$ cat config.mk
export PLATFORM = sky130hd
export DESIGN_NAME = cpet_ctrl
export DESIGN_NICKNAME = d
export VERILOG_FILES = /design/src/sv/cpet_pkg.sv /design/src/sv/cpet_ctrl.sv
export SDC_FILE = /design/constraint.sdc
export NUM_CORES = 1
export LEC_CHECK = 0
export BUFFER_PORTS_ARGS = -buffer_cell sky130_fd_sc_hd__buf_2
export CORE_AREA = 2 2 39 41
export CTS_BUF_LIST = sky130_fd_sc_hd__clkbuf_8
export CTS_CLUSTER_DIAMETER = 100
export CTS_CLUSTER_SIZE = 12
export DETAILED_ROUTE_END_ITERATION = 10
export DIE_AREA = 0 0 41 43
export SKIP_CTS_REPAIR_TIMING = 1
export SLEW_MARGIN = 5
export SYNTH_ARGS = -nofsm -noshare
export SYNTH_HDL_FRONTEND = slang
export SYNTH_SLANG_ARGS = --single-unit
$ cat constraint.sdc
create_clock -name clk -period 2.6 [get_ports clk]
set_input_delay 0.26 -clock clk [delete_from_list [all_inputs] [get_ports clk]]
set_output_delay 0.26 -clock clk [all_outputs]
set_load 0.01 [all_outputs]
$ cat src/sv/cpet_pkg.sv
`timescale 1ns / 1ps
`default_nettype none
// ----------------------------------------------------------------------------
// cpet_pkg
// Shared types, widths and helpers for the collision pair event tracker.
// ----------------------------------------------------------------------------
package cpet_pkg;

  localparam int ID_BITS_DEF = 6;
  localparam int POS_W       = 24;
  localparam int SIZE_W      = 16;
  // half size in 1/256 pixel: size * 50, at most 65535 * 50
  localparam int HALF_W      = 22;
  localparam int RSUM_W      = HALF_W + 1;
  localparam int RDIFF_W     = POS_W + 1;
  localparam int CDIFF_W     = POS_W + 2;
  localparam int CMAG_W      = CDIFF_W - 1;
  localparam int SQ_W        = 2 * CMAG_W;
  localparam int SQR_W       = 2 * RSUM_W;

  typedef enum logic [1:0] {
    SHAPE_RECT_RECT = 2'd0,
    SHAPE_CIRC_RECT = 2'd1,
    SHAPE_RECT_CIRC = 2'd2,
    SHAPE_CIRC_CIRC = 2'd3
  } shape_t;

  typedef enum logic [1:0] {
    EV_NONE  = 2'd0,
    EV_ENTER = 2'd1,
    EV_STAY  = 2'd2,
    EV_EXIT  = 2'd3
  } ev_t;

  typedef enum logic {
    KIND_TEST  = 1'b0,
    KIND_CLEAR = 1'b1
  } kind_t;

  typedef enum logic [2:0] {
    ST_CLEAR,
    ST_IDLE,
    ST_CALC,
    ST_SQR,
    ST_EVAL
  } st_t;

  typedef struct packed {
    logic load;
    logic calc;
    logic sqr;
    logic eval;
    logic clr_wr;
    logic clr_emit;
  } cmd_t;

  typedef struct packed {
    logic clr_last;
  } status_t;

  // size * 50 as shift and add
  function automatic logic [HALF_W-1:0] half_size(input logic [SIZE_W-1:0] s);
    logic [HALF_W-1:0] e;
    e = HALF_W'(s);
    return (e << 5) + (e << 4) + (e << 1);
  endfunction

endpackage
`default_nettype wire

$ cat src/sv/cpet_ctrl.sv
`timescale 1ns / 1ps
`default_nettype none
// ----------------------------------------------------------------------------
// cpet_ctrl
// Sequencer: row clear sweep, then test steps calc, square and evaluate.
// ----------------------------------------------------------------------------
module cpet_ctrl (
  input  wire                     clk,
  input  wire                     rst,
  input  wire                     start,
  input  wire                     kind,
  input  wire cpet_pkg::status_t  status,
  output cpet_pkg::cmd_t          cmd,
  output logic                    busy
);

  cpet_pkg::st_t state;
  cpet_pkg::st_t state_next;

  always_ff @(posedge clk) begin
    if (rst) begin
      state <= cpet_pkg::ST_CLEAR;
    end else begin
      state <= state_next;
    end
  end

  always_comb begin
    state_next = state;
    cmd        = '0;
    busy       = 1'b1;
    case (state)
      cpet_pkg::ST_CLEAR: begin
        cmd.clr_wr = 1'b1;
        if (status.clr_last) begin
          state_next = cpet_pkg::ST_IDLE;
        end
      end
      cpet_pkg::ST_IDLE: begin
        busy = 1'b0;
        if (start) begin
          if (kind == cpet_pkg::KIND_CLEAR) begin
            cmd.clr_emit = 1'b1;
            state_next   = cpet_pkg::ST_CLEAR;
          end else begin
            cmd.load   = 1'b1;
            state_next = cpet_pkg::ST_CALC;
          end
        end
      end
      cpet_pkg::ST_CALC: begin
        cmd.calc   = 1'b1;
        state_next = cpet_pkg::ST_SQR;
      end
      cpet_pkg::ST_SQR: begin
        cmd.sqr    = 1'b1;
        state_next = cpet_pkg::ST_EVAL;
      end
      cpet_pkg::ST_EVAL: begin
        cmd.eval   = 1'b1;
        state_next = cpet_pkg::ST_IDLE;
      end
      default: begin
        state_next = cpet_pkg::ST_CLEAR;
      end
    endcase
  end

endmodule
`default_nettype wire

Word-level counts from Yosys, hierarchy flattened. Cells that the tools add are included.

Register bits after elaboration: 3. Bits of input ports: 5. Output and inout port bits: 7.

Equality and inequality tests: 6. Mux-type cells: 15. Reduce and logical (&&, ||, !) cells: 2.

Operator list (count): 3-bit case mux with 5 select lines (1); 1-bit two-way mux (11); 3-bit by 2-bit equality test with 1-bit output, second input constant (2); 3-bit two-way mux (2); 2-bit inequality test, second input constant (2); 3-bit by 1-bit equality test with 1-bit output, second input constant (1); 3-bit equality test, second input constant (1); 3-bit logical NOT (1); 2-bit two-way mux (1); 2-bit AND reduction (1).

Depth between registers and ports, before layout.
Depth after elaboration: 3. Depth in mapped cells: 4. Gate-level depth less buffers: 3.

Worst setup path after synthesis. OpenSTA, ideal clock, no wires.

Kind: register -> output. Start: register state[0]. End: output port cmd[5] (netlist name). Arrival: 0.920 ns. Required time: 2.340 ns. Setup slack: 1.420 ns. Cell stages (with the launch flop): 4. Buffers on the path: 0. Path through: dfxtp_1 -> nor2b_4 -> nand2b_2 -> nor3b_2.

RTL lines: start: declaration (RTL line cpet_ctrl.sv:17) `cpet_pkg::st_t state;`; start signal: assignment (RTL line cpet_ctrl.sv:22) `state <= cpet_pkg::ST_CLEAR;`; start signal: assignment (RTL line cpet_ctrl.sv:24) `state <= state_next;`; end: declaration (RTL line cpet_ctrl.sv:13) `output cpet_pkg::cmd_t cmd,`.

==> results by group <==
Status
  • Status: finished, final reports clean

Logic synthesis
  • Top post-synthesis cells by area: dfxtp_1 (31%), nor3b_2 (13%), nor2b_4 (7.1%), and2_1 (6.4%), nor2_1 (5.8%)
  • Avg Inst Size Synth: 8.486 um2
  • Register area share after synthesis: 30.77%
  • Post-synth cell types: 14
  • Post-Syn Instances: 23
  • Mapped Area: 195.2 um2
  • Largest area contributor in the netlist: dfxtp_1
  • #FFs+latches synth: 3
  • Share of the synthesized area in the top cell type: 30.77%
  • Most common library cells after synthesis: dfxtp_1 (3), nor2_1 (3)
  • Ys async rst share: 0%
  • Synth Flop Type: dfxtp_1
  • Yosys warnings: 0
  • Syn_nets: 28
  • Post-synth EDFFs: 0

STA
  • Actual slew at the worst max-slew pin: about 260 ps
  • Clk_skew: 0.6487 ps
  • Hold Worst Slack: 234.1 ps
  • Tmin final: about 1500 ps
  • Fmax: approximately 700 MHz
  • Fin crit share: 56.32%
  • RSZ-0062 raised after global routing: no
  • Setup-failing EPs final: 0
  • Max-slew violations: 0
  • Setup TNS: 0 ps
  • Worst rel slew slack: between 80 and 90%
  • Final Hold Viols: 0

Pwr
  • Worst vdd ir: approximately 0.00015 V
  • Leakage: 0.1493 nW
  • Power Total: 208.8 uW
  • P per Cell Area: 673.0 nW/um2

Global routing
  • All-layer global routing usage: under 10%
  • Pin count of the biggest net entering global routing: 10
  • First-pass GRT wire length: 565 um
  • Residual overflow from global routing: 0
  • Vias in the first global route: 160
  • Initial antenna violation count: 0

Detailed routing
  • Via density: approximately 3.6
  • Antenna-violating nets left: 0
  • First-pass DRT Iterations: 4
  • DR iter-0 viols: 2
  • WL final: approximately 430 um
  • Per-cell routed wire length: 8.094 um
  • Via count: 190
  • Drt drc: 0

Clock tree
  • Clk sinks: 3
  • H-tree depth reported by CTS: 1
  • CTS Buf Count: 3
  • CTS tree: built
  • Clk Latency, worst-skew pair: 210 ps
  • Clock buffer depth: 2
  • CTS root buf: clkbuf_8
  • CTS clk-pin slew, worst paths: 30 ps

Finish
  • Area growth syn-to-layout: 58.97%
  • Share of cells above drive strength 1: 48.65%
  • Most flops, register: state
  • Fillers: 156
  • Biggest regs: state x3
  • Diode count: 0
  • Multi-input gate area in the final layout: 130.1 um2
  • Reg area: 60.06 um2
  • Fin nets: 43
  • Max reg flops: 3

Critical path
  • Setup crit end kind: primary output
  • Crit path max fanout: 5
  • Worst setup path class: flip-flop to primary output
  • Worst path arrival time: between 1000 and 1500 ps
  • Startpoint types: flip-flop
  • Critical path data required time: 2340 ps

Die
  • Die Wd: ~41 um
  • IO Pins: 12
  • Initial core utilization: 14.10%
  • Number of cell rows: 14
  • Core ar.: roughly 1400 um2
  • Die area: between 1500 and 2000 um2
  • Die H: 43 um

Placed design
  • PortBufs: 11
  • RePlAce Congestion: 0.6954
  • Post-DP HPWL: 345.8 um

Hold path
  • Hold Crit Class: primary input to flip-flop

Job
  • Max_cap viols: 0
-- layer usage --
metal	track usage (%)	part of all wire [%]	vias to the layer above
met1	5.769	43	79
li1	-	-	103
met5	0	0	-
met3	1.571	8.9	0
met2	6.250	48	8
met4	8.000	0	0
-- worst max-delay path, stage by stage, from the launching register on --
cell and delay (ps):
dfxtp_1 400, nor2b_4 200, nand2b_2 80, nor3b_2 170, buf_2 150
-- where the power goes --
| group | switching (mW) | internal (mW) | total [mW] |
|---|---|---|---|
| sequential | 0.00331 | 0.0485 | 0.0518 |
| clock | 0.0305 | 0.100 | 0.131 |
| combinational | 0.0123 | 0.0137 | 0.0260 |
-- layout by cell type (no fill, tap or decap), types with 2 or more instances in the layout --
cell	instances
a21oi_1	2
and2_1	2
buf_2	11
clkbuf_8	3
dfxtp_1	3
nand2_1	2
nor2_1	3
nor3_1	2
nor3b_2	2
-- worst paths after layout --
check | from | endpoint | slack, ps | cells after the start
setup / recovery | state[0] | cmd[5] | 1140 | 4
hold / removal | rst | state[0] | 230 | 2
setup reg to reg | state[1] | state[0] | 1640 | 3
hold reg to reg | state[2] | state[1] | 550 | 1
-- cell type report --
cell class	count	share of cell area [%]
Clock buffer	3	13.31
Clock inverter	1	1.210
Multi-Input combinational cell	19	41.94
Sequential cell	3	19.35
Tap cell	16	6.452
Timing Repair Buffer	11	17.74
-- logic make-up after synthesis --
| family | synth area share (%) |
|---|---|
| AO/OA/AOI/OAI | 5.128 |
| buffers and inverters | 2.562 |
| flip-flops | 30.77 |
| multiplexers | 5.128 |
| AND/OR/NAND/NOR | 56.41 |
-- per-stage QoR --
stage                     utilization (%)  instances  area (um2)  worst slack (ps)
after CTS                           22.42         53       310.3              1121
final                               22.42         53       310.3              1136
after detailed placement            19.17         49       265.3              1354
after global placement              19.17         49       265.3              1379
after floorplan                         -         23       195.2              1420
after global routing                22.42         53       310.3              1056
(Power assumes the default switching activity.)
